[config.mk]
export PLATFORM = sky130hd
export DESIGN_NAME = bst_apb_regs
export DESIGN_NICKNAME = d
export VERILOG_FILES = /design/src/rtl/bst_pkg.sv /design/src/rtl/bst_apb_regs.sv
export SDC_FILE = /design/constraint.sdc
export NUM_CORES = 1
export LEC_CHECK = 0
export BUFFER_PORTS_ARGS = -buffer_cell sky130_fd_sc_hd__buf_2
export CAP_MARGIN = 10
export CELL_PAD_IN_SITES_DETAIL_PLACEMENT = 0
export CELL_PAD_IN_SITES_GLOBAL_PLACEMENT = 1
export CORE_MARGIN = 2
export CORE_UTILIZATION = 13
export DETAILED_ROUTE_END_ITERATION = 8
export PLACE_DENSITY = 0.85
export SLEW_MARGIN = 20
export SYNTH_ARGS = -nofsm -noshare
export SYNTH_HDL_FRONTEND = slang
export SYNTH_SLANG_ARGS = --single-unit
export TNS_END_PERCENT = 1
[constraint.sdc]
create_clock -name clk -period 0.9 [get_ports clk]
set_input_delay 0.09 -clock clk [delete_from_list [all_inputs] [get_ports clk]]
set_output_delay 0.09 -clock clk [all_outputs]
set_load 0.01 [all_outputs]
[src/rtl/bst_pkg.sv]
// shared types, constants and mask-table functions for the binary shrink/thin/skeleton pass
`default_nettype none
package bst_pkg;

  localparam int unsigned WinW  = 25;
  localparam int unsigned PatW  = 8;
  localparam int unsigned ModeW = 2;
  localparam int unsigned AddrW = 3;
  localparam int unsigned DataW = 32;

  localparam logic [ModeW-1:0] MODE_SHRINK = 2'd0;
  localparam logic [ModeW-1:0] MODE_THIN   = 2'd1;
  localparam logic [ModeW-1:0] MODE_SKEL   = 2'd2;
  localparam logic [ModeW-1:0] MODE_UNUSED = 2'd3;

  localparam logic [AddrW-1:0] REG_MODE = 3'd0;

  // one-hot selectors into the conditional table membership
  localparam logic [2:0] SEL_S = 3'b001;
  localparam logic [2:0] SEL_T = 3'b010;
  localparam logic [2:0] SEL_K = 3'b100;

  typedef struct packed {
    logic new_pixel;
    logic marked;
    logic isolated;
  } bst_res_t;

  // neighbour offsets in packing order E, SE, S, SW, W, NW, N, NE
  localparam int DR [8] = '{0, 1, 1, 1, 0, -1, -1, -1};
  localparam int DC [8] = '{1, 1, 0, -1, -1, -1, 0, 1};

  function automatic logic [PatW-1:0] pattern_at(input logic [WinW-1:0] w,
                                                 input int r, input int c);
    logic [PatW-1:0] v;
    v = '0;
    for (int k = 0; k < 8; k++) begin
      v[k] = w[5 * (r + DR[k]) + (c + DC[k])];
    end
    return v;
  endfunction

  function automatic logic [2:0] mode_sel(input logic [ModeW-1:0] m);
    logic [2:0] s;
    unique case (m)
      MODE_SHRINK: s = SEL_S;
      MODE_THIN:   s = SEL_T;
      MODE_SKEL:   s = SEL_K;
      default:     s = 3'b000;
    endcase
    return s;
  endfunction

  // modes whose conditional table holds this pattern
  function automatic logic [2:0] cond_modes(input logic [PatW-1:0] v);
    logic [2:0] s;
    unique case (v)
      8'd128, 8'd32, 8'd8, 8'd2, 8'd1, 8'd64, 8'd16, 8'd4,
      8'd129, 8'd192, 8'd96, 8'd48, 8'd24, 8'd12, 8'd6, 8'd3:
        s = SEL_S;
      8'd65, 8'd80, 8'd20, 8'd5:
        s = SEL_T | SEL_K;
      8'd97, 8'd67, 8'd208, 8'd133, 8'd193, 8'd112, 8'd28, 8'd7,
      8'd99, 8'd216:
        s = SEL_S | SEL_T;
      8'd131, 8'd224, 8'd56, 8'd14,
      8'd225, 8'd195, 8'd240, 8'd120, 8'd60, 8'd30, 8'd15, 8'd135,
      8'd227, 8'd248, 8'd62, 8'd143, 8'd199, 8'd241, 8'd124, 8'd31,
      8'd231, 8'd207, 8'd249, 8'd243, 8'd252, 8'd126, 8'd63, 8'd159,
      8'd239, 8'd251, 8'd254, 8'd191:
        s = SEL_S | SEL_T | SEL_K;
      8'd247, 8'd253, 8'd127, 8'd223:
        s = SEL_K;
      default:
        s = 3'b000;
    endcase
    return s;
  endfunction

  function automatic logic st_exact(input logic [PatW-1:0] v);
    logic h;
    unique case (v)
      8'd128, 8'd32, 8'd4, 8'd1,
      8'd129, 8'd192, 8'd96, 8'd48, 8'd24, 8'd12, 8'd6, 8'd3,
      8'd208, 8'd97, 8'd67, 8'd133,
      8'd137, 8'd200, 8'd201, 8'd50, 8'd98, 8'd114, 8'd140, 8'd152,
      8'd156, 8'd35, 8'd38, 8'd39:
        h = 1'b1;
      default:
        h = 1'b0;
    endcase
    return h;
  endfunction

  function automatic logic k_exact(input logic [PatW-1:0] v);
    logic h;
    unique case (v)
      8'd128, 8'd32, 8'd8, 8'd2, 8'd64, 8'd16, 8'd4, 8'd1,
      8'd65, 8'd80, 8'd5, 8'd20:
        h = 1'b1;
      default:
        h = 1'b0;
    endcase
    return h;
  endfunction

  function automatic logic uncond_hit(input logic [PatW-1:0] b,
                                      input logic [ModeW-1:0] m);
    logic vee;
    logic diag;
    logic h;
    vee  = (b[5] & b[7] & (b[1] | b[2] | b[3])) |
           (b[3] & b[5] & (b[0] | b[1] | b[7])) |
           (b[1] & b[3] & (b[5] | b[6] | b[7])) |
           (b[1] & b[7] & (b[3] | b[4] | b[5]));
    diag = (b[0] & b[3] & b[6] & ~b[7] & ~b[4] & ~b[2]) |
           (b[1] & b[4] & b[6] & ~b[5] & ~b[0] & ~b[2]) |
           (b[2] & b[4] & b[7] & ~b[3] & ~b[6] & ~b[0]) |
           (b[0] & b[2] & b[5] & ~b[1] & ~b[4] & ~b[6]);
    if (m == MODE_SKEL) begin
      h = k_exact(b) | (b[4] & b[5] & b[6]) | (b[0] & b[1] & b[2]) |
          (b[0] & b[4] & b[6]) | (b[2] & b[4] & b[6]) |
          (b[0] & b[2] & b[4]) | (b[0] & b[2] & b[6]) | vee | diag;
    end else begin
      h = st_exact(b) | (b[4] & b[5] & b[6]) |
          (b[0] & b[4] & b[6] & ((~b[1] & ~b[2] & ~b[7]) | (~b[2] & ~b[3] & ~b[5]))) |
          (b[0] & b[2] & b[4] & ((~b[3] & ~b[5] & ~b[6]) | (~b[1] & ~b[6] & ~b[7]))) |
          (b[2] & b[4] & b[6] & ((~b[0] & ~b[1] & ~b[3]) | (~b[0] & ~b[5] & ~b[7]))) |
          (b[0] & b[2] & b[6] & ((~b[4] & ~b[5] & ~b[7]) | (~b[1] & ~b[3] & ~b[4]))) |
          vee | diag;
    end
    return h;
  endfunction

endpackage
`default_nettype wire

[src/rtl/bst_apb_regs.sv]
// apb register file holding the pass mode
`default_nettype none
module bst_apb_regs (
  input  wire logic                        clk,
  input  wire logic                        rst,
  input  wire logic                        psel,
  input  wire logic                        penable,
  input  wire logic                        pwrite,
  input  wire logic [bst_pkg::AddrW-1:0]   paddr,
  input  wire logic [bst_pkg::DataW-1:0]   pwdata,
  output logic      [bst_pkg::DataW-1:0]   prdata,
  output logic                             pready,
  output logic      [bst_pkg::ModeW-1:0]   mode
);

  logic wr_en;

  assign pready = 1'b1;
  assign wr_en  = psel & penable & pwrite & pready;

  always_ff @(posedge clk) begin
    if (rst) begin
      mode <= bst_pkg::MODE_SHRINK;
    end else if (wr_en && paddr == bst_pkg::REG_MODE) begin
      mode <= pwdata[bst_pkg::ModeW-1:0];
    end
  end

  always_comb begin
    prdata = '0;
    if (paddr == bst_pkg::REG_MODE) begin
      prdata[bst_pkg::ModeW-1:0] = mode;
    end
  end

endmodule
`default_nettype wire

After elaboration in Yosys (flattened, before gate mapping)

Cells that the tools add are included.

$mul: 0
Reduce and logical (&&, ||, !) cells: 2
Div/mod/pow operators: 0
Bitwise operators: 2
Add/sub/neg operators: 0
$lt $le $gt $ge: 0
Shift operators: 0
Eq/ne operators: 0
Mux-type cells: 1

Operators with widths:

| operator          | number |
|---|---|
| zero test 3 bit   | 1 |
| AND 1 bit         | 2 |
| two-way mux 2 bit | 1 |
| logical AND 1 bit | 1 |

Memory bits (read-only): 0
Register bits: 2
Word-level logic and storage cells: 6
Memories: 0
Latch bits: 0
RAM bits: 0
Output and inout bits: 35
Input port bits: 40

Depth between registers and ports, before layout

Gate-level depths: netlist of the first run.

Depth in word-level cells: 3
Gate-level depth with buffers: 3
Depth with buffers taken out: 3

Worst setup path after synthesis of the first run

Ideal clock, no wire load.

Path type: input to register
Start point: input port paddr[1] in the netlist's numbering
End point: register mode[0] in the netlist's numbering
Library setup time: 0.072 ns
Data required time: 0.828 ns
Path slack: 0.154 ns
Buffers on the path: 0
Arrival time: 0.675 ns
Stages on the path: 3
Cells stage by stage: nor3_2 and4_4 mux2i_1

Longest elaborated chain between the ends: 2

RTL lines:

| element              | RTL line           | RTL |
|---|---|---|
| from (decl)          | bst_apb_regs.sv:9  | `input wire logic [bst_pkg::AddrW-1:0] paddr,` |
| zero test 3 bit      | bst_apb_regs.sv:24 | `end else if (wr_en && paddr == bst_pkg::REG_MODE) begin` |
| logical AND 1 bit    | bst_apb_regs.sv:24 |  |
| to (signal assigned) | bst_apb_regs.sv:23 | `mode <= bst_pkg::MODE_SHRINK;` |
| to (signal assigned) | bst_apb_regs.sv:25 | `mode <= pwdata[bst_pkg::ModeW-1:0];` |
| to (decl)            | bst_apb_regs.sv:13 | `output logic [bst_pkg::ModeW-1:0] mode` |

No other way between the ends.
A chain may end at the register's enable or synchronous reset.

Worst setup path after layout of the first run

Start point: register mode[1] in the netlist's numbering
End point: output port mode[1] in the netlist's numbering

No word-level cell between the ends.

==> results of run 1 <==
cells by family after synthesis:
group / after synthesis / share of synthesized area (%)
buf+inv: 31 / 64.36
simple gates: 8 / 16.95
mux: 2 / 5.537
flops: 2 / 11.07
other cells: 2 / 2.077
metal layers:
metal  vias to the layer above  track usage (%)  routed length (µm)
li1                        111                -                   -
met1                       105            2.338                 124
met2                        30            5.316                 291
met3                         0            2.995                 114
met4                         0           0.9967                   0
met5                         -                0                   0
cell usage after synthesis:
cell	instances
buf_4	31
mux2i_1	2
and2_2	2
nand2b_1	4
conb_1	2
and4_4	1
nor3_2	1
dfxtp_1	2
what timing repair did:
item | in CTS | in global routing
resized for setup | 6 | 3
setup buffers | 2 | 0
endpoints found under the setup margin | 2 | 3
hold endpoints to repair | 0 | 0
critical path, delay by kind of cell, from the launching register on:
kind,cells,cell delay [ps]
flip-flops,1,320
buffers and inverters,2,240
power by group through the flow:
stage	Sequential, mW	Clock, mW	Combinational, mW
final	0.0905	0.197	0.0985
after global routing	0.0906	0.216	0.109
after CTS	0.0904	0.205	0.0915
after detailed placement	0.0916	0	0.0895
after global placement	0.0916	0	0.0886
after floorplan	0.0918	0	0.164
layout by cell type, fill, tap and decap left out:
cell	count
nand2b_1	4
buf_2	9
buf_4	3
and4_4	1
buf_6	4
nor3_4	1
mux2i_1	2
dfxtp_2	2
conb_1	31
clkbuf_4	3
and2_4	2
area by class of cell:
type,instances,area [µm²],share of cell area (%)
well taps,31,38.79,9.172
clock buffers,3,22.52,5.325
repair buffers,16,112.6,26.63
multi-input cells,41,206.4,48.82
flip-flops and latches,2,42.54,10.06
through the flow:
step	utilization [%]	power, mW	cell area, µm²	instances	setup TNS (ps)
after global placement	12.88	0.1802	349.1	88	-3.187
final	15.60	0.3864	422.9	93	0
after CTS	14.91	0.3870	404.1	93	0
after floorplan	-	0.2563	470.5	74	0
after global routing	15.60	0.4150	422.9	93	0
after detailed placement	12.88	0.1811	349.1	88	-12.24
worst paths after layout:
kind / start / end / slack (ps) / depth (start not counted)
worst min register to register: mode[0] / mode[0] / 600 / 3
worst max-delay path: mode[1] / mode[1] / 30 / 2
worst min-delay path: pwdata[0] / mode[0] / 130 / 3
worst max register to register: mode[1] / mode[1] / 210 / 3
==> impl_metrics.toml, run 1 <==
[job]
maxCapViolCount = 0

[routing]
routedWlPerCell_um = 5.699
post-route-drc-count = 0
ant_nets = 0
vias = 246
finalWirelength_um = 530
viasPerCell = 2.645
drt_iter0_drc = 3
first_pass_iters = 2

[run_status]
outcome = "finished clean"

[floorplan]
io_pins = 75
die_w_um = 56.74
die_area_um2 = 3219
rows = 19
core_area_um2 = 2710
start_util_pct = 13.34
dieHeight_um = 56.74

[synth]
postSynthAreaPerCell_um2 = 8.035
synth_cell_type_count = 8
synth_top_cell_area_share_pct = 64.36
syn-instance-count = 45
yosys.area.top_type = "buf_4"
ys_top_cells_by_area = "buf_4 (64%), dfxtp_1 (11%), nand2b_1 (6.9%)"
ys_ff_latch = 2
yosys_warnings = 0
netlist_area_um2 = 361.6
seq_area_frac_synth_pct = 11.07

[grt]
grt-ovfl-total = 0
grt_start_max_net_pins = 5
antenna_found_initial = 0
track_usage_pct = 3.066
grt_pass1_vias = 173
grt_pass1_wl_um = 710

[sta]
whs_ps = 125.1
fin_crit_sh_pct = 96.66
rsz0062_at_grt = "no"
report.final.slew_viol_count = 0
hold_viol_final = 0
finalWorstSetupSlack_ps = 30.10
max_freq_ghz = 1.150
finalClockSkew_ps = 0
min_period_ps = 869.9
finalSetupViolCount = 0

[final_layout]
drive_above_1_share_pct = 40.32
insertedDiodeCount = 0
top_regs = "mode: 2 flops"
area_growth_pct = 16.96
n_fill_cell = 307
largest_reg_flops = 2
top_register = "mode"
finalNetCount = 104

[power_and_ir_drop]
ir_worst_vdd_v = 0.0007273
clkPwrFrac_pct = 51.1
intPower_mw = 0.2621
pwr-share-seq_pct = 23.4
power.density_nw_per_um2 = 913.6
leakagePower_nw = 0.2360
swShare_pct = 32.18
p_sw_mw = 0.1243
p_comb_share_pct = 25.5

[place]
hpwl_um = 395.6
dp_slack_ps = -9.731
gp_congestion = 0.6889
io_buffers = 13

[clocking]
cts.clk_slew.worst_paths_ps = 30
cts.path.max_buffers = 2
clk_latency_ps = 220
cts.sinks = 2
cts_buffers = 3
h-tree-depth = 1
tritoncts = "yes"
cts_hold_buf = 0
root_buffer = "clkbuf_4"

[hold_path]
holdCritPathClass = "in2reg"

[worst_setup_path]
criticalPathCategory = "reg2out"
cp_data_required_time_ps = 810
cp.arrival_ps = 780
cp_max_fo = 2
cp_slowest_cell = "dfxtp_2"
start_kind = "flip-flop"
endpoint_kind = "output port"
max_stage_delay_ps = 320
crit_path_cell_trace = "buf_4 > buf_6"
No activity file was read; power rests on OpenSTA's default activity.
==> run 2: changes to the inputs <==
--- a/config.mk
+++ b/config.mk
@@ -12,6 +12,7 @@
 export CORE_MARGIN = 2
 export CORE_UTILIZATION = 13
 export DETAILED_ROUTE_END_ITERATION = 8
+export MAX_ROUTING_LAYER = met4
 export PLACE_DENSITY = 0.85
 export SLEW_MARGIN = 20
 export SYNTH_ARGS = -nofsm -noshare
==> constraint.sdc (replaced) <==
create_clock -name clk -period 1 [get_ports clk]
set_input_delay 0.1 -clock clk [delete_from_list [all_inputs] [get_ports clk]]
set_output_delay 0.1 -clock clk [all_outputs]
set_load 0.01 [all_outputs]
==> run 2 against run 1 <==
- cell area is 14% lower
- utilization is 2.2 points lower
- first-iteration DRC count is 130% higher
- clock power is 12% lower
- sequential power is 10% lower
- global-route usage is 0.11 points lower
- setup slack better by 53 ps
- routed wire length is 15% lower
- die area stayed put
- critical endpoint is now prdata[0]
- highest routed layer is now met4
==> impl_metrics.toml, run 2 (same netlist as run 1, synthesis figures left out) <==
[power_and_ir_drop]
ir_worst_vdd_v = 0.0003353
pwr-share-seq_pct = 24.2
power.density_nw_per_um2 = 923.4
leakagePower_nw = 0.2130
swShare_pct = 31.22
p_total_mw = 0.3362
clkPwrFrac_pct = 51.9
p_comb_share_pct = 23.9
intPower_mw = 0.2313
p_sw_mw = 0.1049

[worst_setup_path]
cp_data_required_time_ps = 900
criticalPathCategory = "reg2out"
critical-path-top-delay-family = "flip-flops"
path_buf_inv = 1
start_kind = "flip-flop"
r2r-start = "mode[0]"
cp.arrival_ps = 820
r2r_cells = 2
crit_path_cell_trace = "and2_2 > buf_2"
cp_max_fo = 3
max_stage_delay_ps = 310
r2r_end = "mode[0]"
endpoint_kind = "output port"
cp_slowest_cell = "dfxtp_1"
rrSetupSlack_ps = 420

[floorplan]
core_area_um2 = 2710
die_w_um = 56.74
dieHeight_um = 56.74
rows = 19
io_pins = 75
start_util_pct = 13.34
die_area_um2 = 3219

[final_layout]
fin_util_pct = 13.43
area_growth_pct = 0.6919
n_fill_cell = 324
layout_commonest_cell = "conb_1"
largest_reg_flops = 2
insertedDiodeCount = 0
finalNetCount = 101
drive_above_1_share_pct = 33.90
layout_common_cells = "conb_1 (31), buf_2 (13), nand2b_1 (4), clkbuf_4 (3)"
top_regs = "mode: 2 flops"
top_register = "mode"

[routing]
first_pass_iters = 2
routedWlPerCell_um = 5.022
vias = 231
drt_iter0_drc = 7
finalWirelength_um = 452
post-route-drc-count = 0
ant_nets = 0
viasPerCell = 2.567

[clocking]
cts_resized = 0
root_buffer = "clkbuf_4"
clk_latency_ps = 220
cts.sinks = 2
h-tree-depth = 1
cts_buffers = 3
cts_hold_buf = 0
cts.clk_slew.worst_paths_ps = 30
tritoncts = "yes"
cts.path.max_buffers = 2
post_cts_buffers = 0

[sta]
min_period_ps = 917.0
fin_crit_sh_pct = 91.70
rsz0062_at_grt = "no"
report.final.slew_viol_count = 0
finalClockSkew_ps = 0
max_freq_ghz = 1.091
hold_viol_final = 0
finalWorstSetupSlack_ps = 82.99
tns_ps = 0
finalSetupViolCount = 0
whs_ps = 145.6

[hold_path]
min_to = "mode[0]"
whs_path_depth = 3
hold_start = "pwdata[0]"
holdCritPathClass = "in2reg"

[grt]
antenna_found_initial = 0
grt-ovfl-total = 0
track_usage_pct = 2.955
grt_start_max_net_pins = 5
grt_pass1_vias = 176
grt_pass1_wl_um = 607

[job]
maxCapViolCount = 0

[place]
dp_slack_ps = 42.88
gp_congestion = 0.6517
hpwl_um = 388.9
io_buffers = 13

[run_status]
outcome = "finished clean"
==> run 2: cell count changes in the layout (fill, tap and decap cells not counted) <==
cell,change
and2_4,-2
nor3_4,-1
buf_4,-3
and2_2,+2
nor3_2,+1
buf_6,-4
dfxtp_1,+2
dfxtp_2,-2
buf_2,+4
==> run 2: how the worst max path moves through the flow <==
stage | startpoint | endpoint | slack (ps) | depth (start not counted)
4_1_cts | mode[1] | prdata[1] | 70 | 2
3_3_place_gp | paddr[1] | mode[0] | 70 | 4
6_report | mode[0] | prdata[0] | 80 | 2
3_5_place_dp | paddr[1] | mode[0] | 40 | 4
5_1_grt | mode[0] | prdata[0] | 30 | 2
2_1_floorplan | paddr[1] | mode[0] | 240 | 3
==> run 2: layout make-up <==
class                   count  area, µm²  area share (%)
clock buffers               3      22.52           6.186
multi-input cells          41      197.7           54.30
flip-flops and latches      2      40.04           11.00
well taps                  31      38.79           10.65
repair buffers             13      65.06           17.87
==> run 2: routing by layer <==
layer  part of all wire (%)  vias up  GRT usage, %  wire [µm]
met5                      0        -             -          0
met3                     28        2         1.152        126
met2                     48       28         4.319        215
met1                     21       96         1.651         94
li1                       -      105             -          -
met4                    3.5        0         5.980         16
==> run 2: worst min-delay path, cell delays in order <==
cell and delay [ps]:
buf_2 90, nand2b_1 50, mux2i_1 60
==> run 2: through the flow <==
step | cell area, µm² | cells
after floorplan | 470.5 | 74
after global placement | 341.6 | 87
after detailed placement | 341.6 | 87
after CTS | 364.1 | 90
after global routing | 364.1 | 90
final | 364.1 | 90
==> run 2: power groups by stage <==
stage | Combinational, mW | Sequential, mW | Clock, mW
2_1_floorplan | 0.148 | 0.0827 | 0
3_3_place_gp | 0.0777 | 0.0824 | 0
3_5_place_dp | 0.0784 | 0.0824 | 0
4_1_cts | 0.0786 | 0.0814 | 0.191
5_1_grt | 0.0895 | 0.0815 | 0.193
6_report | 0.0803 | 0.0814 | 0.174
==> run 3: changes to the inputs <==
--- a/config.mk
+++ b/config.mk
@@ -5,6 +5,7 @@
 export SDC_FILE = /design/constraint.sdc
 export NUM_CORES = 1
 export LEC_CHECK = 0
+export ABC_AREA = 1
 export BUFFER_PORTS_ARGS = -buffer_cell sky130_fd_sc_hd__buf_2
 export CAP_MARGIN = 10
 export CELL_PAD_IN_SITES_DETAIL_PLACEMENT = 0
@@ -13,7 +14,7 @@
 export CORE_UTILIZATION = 13
 export DETAILED_ROUTE_END_ITERATION = 8
 export MAX_ROUTING_LAYER = met4
-export PLACE_DENSITY = 0.85
+export PLACE_DENSITY = 0.82
 export SLEW_MARGIN = 20
 export SYNTH_ARGS = -nofsm -noshare
 export SYNTH_HDL_FRONTEND = slang
==> run 3 against run 2 <==
- power is 6.7% higher
- global-route usage up 0.18 points
- sequential cell count is the same
- clock skew unchanged
- critical path depth rose by 1
- sequential power increased by 1%
- clock-buffer cell count unchanged
- sequential share of layout area fell by 0.81 points
- die area is 9.6% higher
- cell area is 11% higher
==> impl_metrics.toml, run 3 <==
[routing]
finalWirelength_um = 597
drt_iter0_drc = 26
ant_nets = 0
vias = 260
first_pass_iters = 4
post-route-drc-count = 0
routedWlPerCell_um = 5.632
viasPerCell = 2.453

[synth]
yosys_warnings = 0
synth_cell_type_count = 12
synth-compound-area-share_pct = 0
yosysMostFrequentCell = "buf_4"
seq_area_frac_synth_pct = 10.03
netlist_area_um2 = 399.1
synth-edff-count = 0
yosys.area.top_type = "buf_4"
synth_fa_ha_area_share_pct = 0
ys_ff_latch = 2
synth_top_cell_area_share_pct = 58.31
synthSimpleGateAreaFrac_pct = 22.26
async_flop_share_pct = 0
syn-instance-count = 59
synth_xor_area_share_pct = 0
synthMuxAreaShare_pct = 0
synth_common_cells = "buf_4 (31), inv_1 (7), nor2_1 (7), nand2_1 (3)"
synth_top_family_by_area = "buffers and inverters"
postSynthAreaPerCell_um2 = 6.765
ys_top_cells_by_area = "buf_4 (58%), dfxtp_1 (10%), inv_1 (6.6%)"
ys.flop_type = "dfxtp_1"

[final_layout]
insertedDiodeCount = 0
drive_above_1_share_pct = 30.14
fin_util_pct = 13.61
largest_reg_flops = 2
top_register = "mode"
top_regs = "mode: 2 flops"
finalNetCount = 115
n_fill_cell = 354
area_growth_pct = 1.567
layout_common_cells = "conb_1 (31), buf_2 (13), inv_1 (7), nor2_1 (7)"
layout_commonest_cell = "conb_1"

[floorplan]
die_area_um2 = 3530
dieHeight_um = 59.41
rows = 20
core_area_um2 = 2978
die_w_um = 59.41
io_pins = 75
start_util_pct = 13.40

[power_and_ir_drop]
ir_worst_vdd_v = 0.0001117
clkPwrFrac_pct = 49.9
leakagePower_nw = 0.2496
swShare_pct = 34.31
power.density_nw_per_um2 = 884.5
intPower_mw = 0.2356
p_comb_share_pct = 27.1
pwr-share-seq_pct = 22.9
p_sw_mw = 0.1230

[place]
gp_congestion = 0.6616
hpwl_um = 541.1
dp_slack_ps = 237.5
io_buffers = 13

[clocking]
cts.path.max_buffers = 2
cts_buffers = 3
root_buffer = "clkbuf_4"
h-tree-depth = 1
clk_latency_ps = 220
cts.sinks = 2
tritoncts = "yes"
cts.clk_slew.worst_paths_ps = 30

[grt]
grt_start_max_net_pins = 4
track_usage_pct = 3.134
antenna_found_initial = 0
grt_pass1_wl_um = 717
grt-ovfl-total = 0
grt_pass1_vias = 196

[sta]
tns_ps = 0
hold_viol_final = 0
min_period_ps = 931.6
max_freq_ghz = 1.073
rsz0062_at_grt = "no"
report.final.slew_viol_count = 0
finalSetupViolCount = 0
finalClockSkew_ps = 0
fin_crit_sh_pct = 93.16
finalWorstSetupSlack_ps = 68.36

[worst_setup_path]
criticalPathCategory = "reg2out"
cp_data_required_time_ps = 900
cp_max_fo = 3
start_kind = "flip-flop"
endpoint_kind = "output port"
cp.arrival_ps = 830

[run_status]
outcome = "finished clean"

[job]
maxCapViolCount = 0

[hold_path]
holdCritPathClass = "in2reg"
-- run 3: cell types whose count changed after synthesis --
cell | previous run | this run
inv_1 | 0 | 7
nor2_1 | 0 | 7
nand2b_1 | 4 | 0
nand2_1 | 0 | 3
and2_2 | 2 | 0
mux2i_1 | 2 | 0
nand3_1 | 0 | 2
and4_4 | 1 | 0
inv_2 | 0 | 1
nand2_2 | 0 | 1
nand3_4 | 0 | 1
nor2_2 | 0 | 1
nor2_4 | 0 | 1
nor3_2 | 1 | 0
-- run 3: cells by family (layout without fill, tap and decap cells) --
group / after synthesis / in the layout
and+or+nand+nor: 16 / 16
buffers and inverters: 39 / 24
other: 2 / 31
DFF: 2 / 2
-- run 3: power by group through the flow --
stage	clock network (mW)	logic (mW)	registers (mW)
after floorplan	0	0.160	0.0836
after global placement	0	0.0948	0.0832
after detailed placement	0	0.0956	0.0832
after CTS	0.190	0.0958	0.0822
after global routing	0.196	0.110	0.0823
final	0.179	0.0973	0.0823
-- run 3: critical path, stage by stage, from the launching register on --
cell and delay, ps:
dfxtp_1 340, inv_1 50, nor2_1 80, buf_2 140
-- run 3: metrics by stage --
stage / hold WS (ps) / area [µm²] / power, mW / instances
after floorplan: 255.5 / 508.0 / 0.2433 / 88
after global placement: 351.0 / 381.6 / 0.1780 / 103
after detailed placement: 346.0 / 381.6 / 0.1788 / 103
after CTS: 109.6 / 404.1 / 0.3681 / 106
after global routing: 149.3 / 405.4 / 0.3883 / 106
final: 111.4 / 405.4 / 0.3586 / 106
-- run 3: cell type report --
| type | count | area (µm²) | share of cell area, % |
|---|---|---|---|
| clock buffer | 3 | 22.52 | 5.556 |
| inverter | 8 | 30.03 | 7.407 |
| multi-input combinational | 47 | 205.2 | 50.62 |
| sequential | 2 | 41.29 | 10.19 |
| timing repair buffer | 13 | 65.06 | 16.05 |
| tap | 33 | 41.29 | 10.19 |
-- run 3: repair_timing --
action                                  CTS  global route
hold buffers                              0             0
gates resized for setup                   0             1
endpoints found under the setup margin    0             1
setup buffers                             0             0
-- run 3: metal layers --
metal,part of all wire (%),wire (µm),track usage (%)
met5,0,0,-
met4,0,0,2.922
met3,18,105,2.838
met2,48,285,3.768
met1,35,206,2.868
-- run 3: path summary, 6_finish.rpt --
| check | start | slack (ps) | cells after the start | endpoint |
|---|---|---|---|---|
| setup / recovery | mode[1] | 70 | 3 | prdata[1] |
| hold / removal | rst | 110 | 4 | mode[0] |
| setup reg to reg | mode[1] | 430 | 2 | mode[1] |
| hold reg to reg | mode[0] | 480 | 2 | mode[0] |
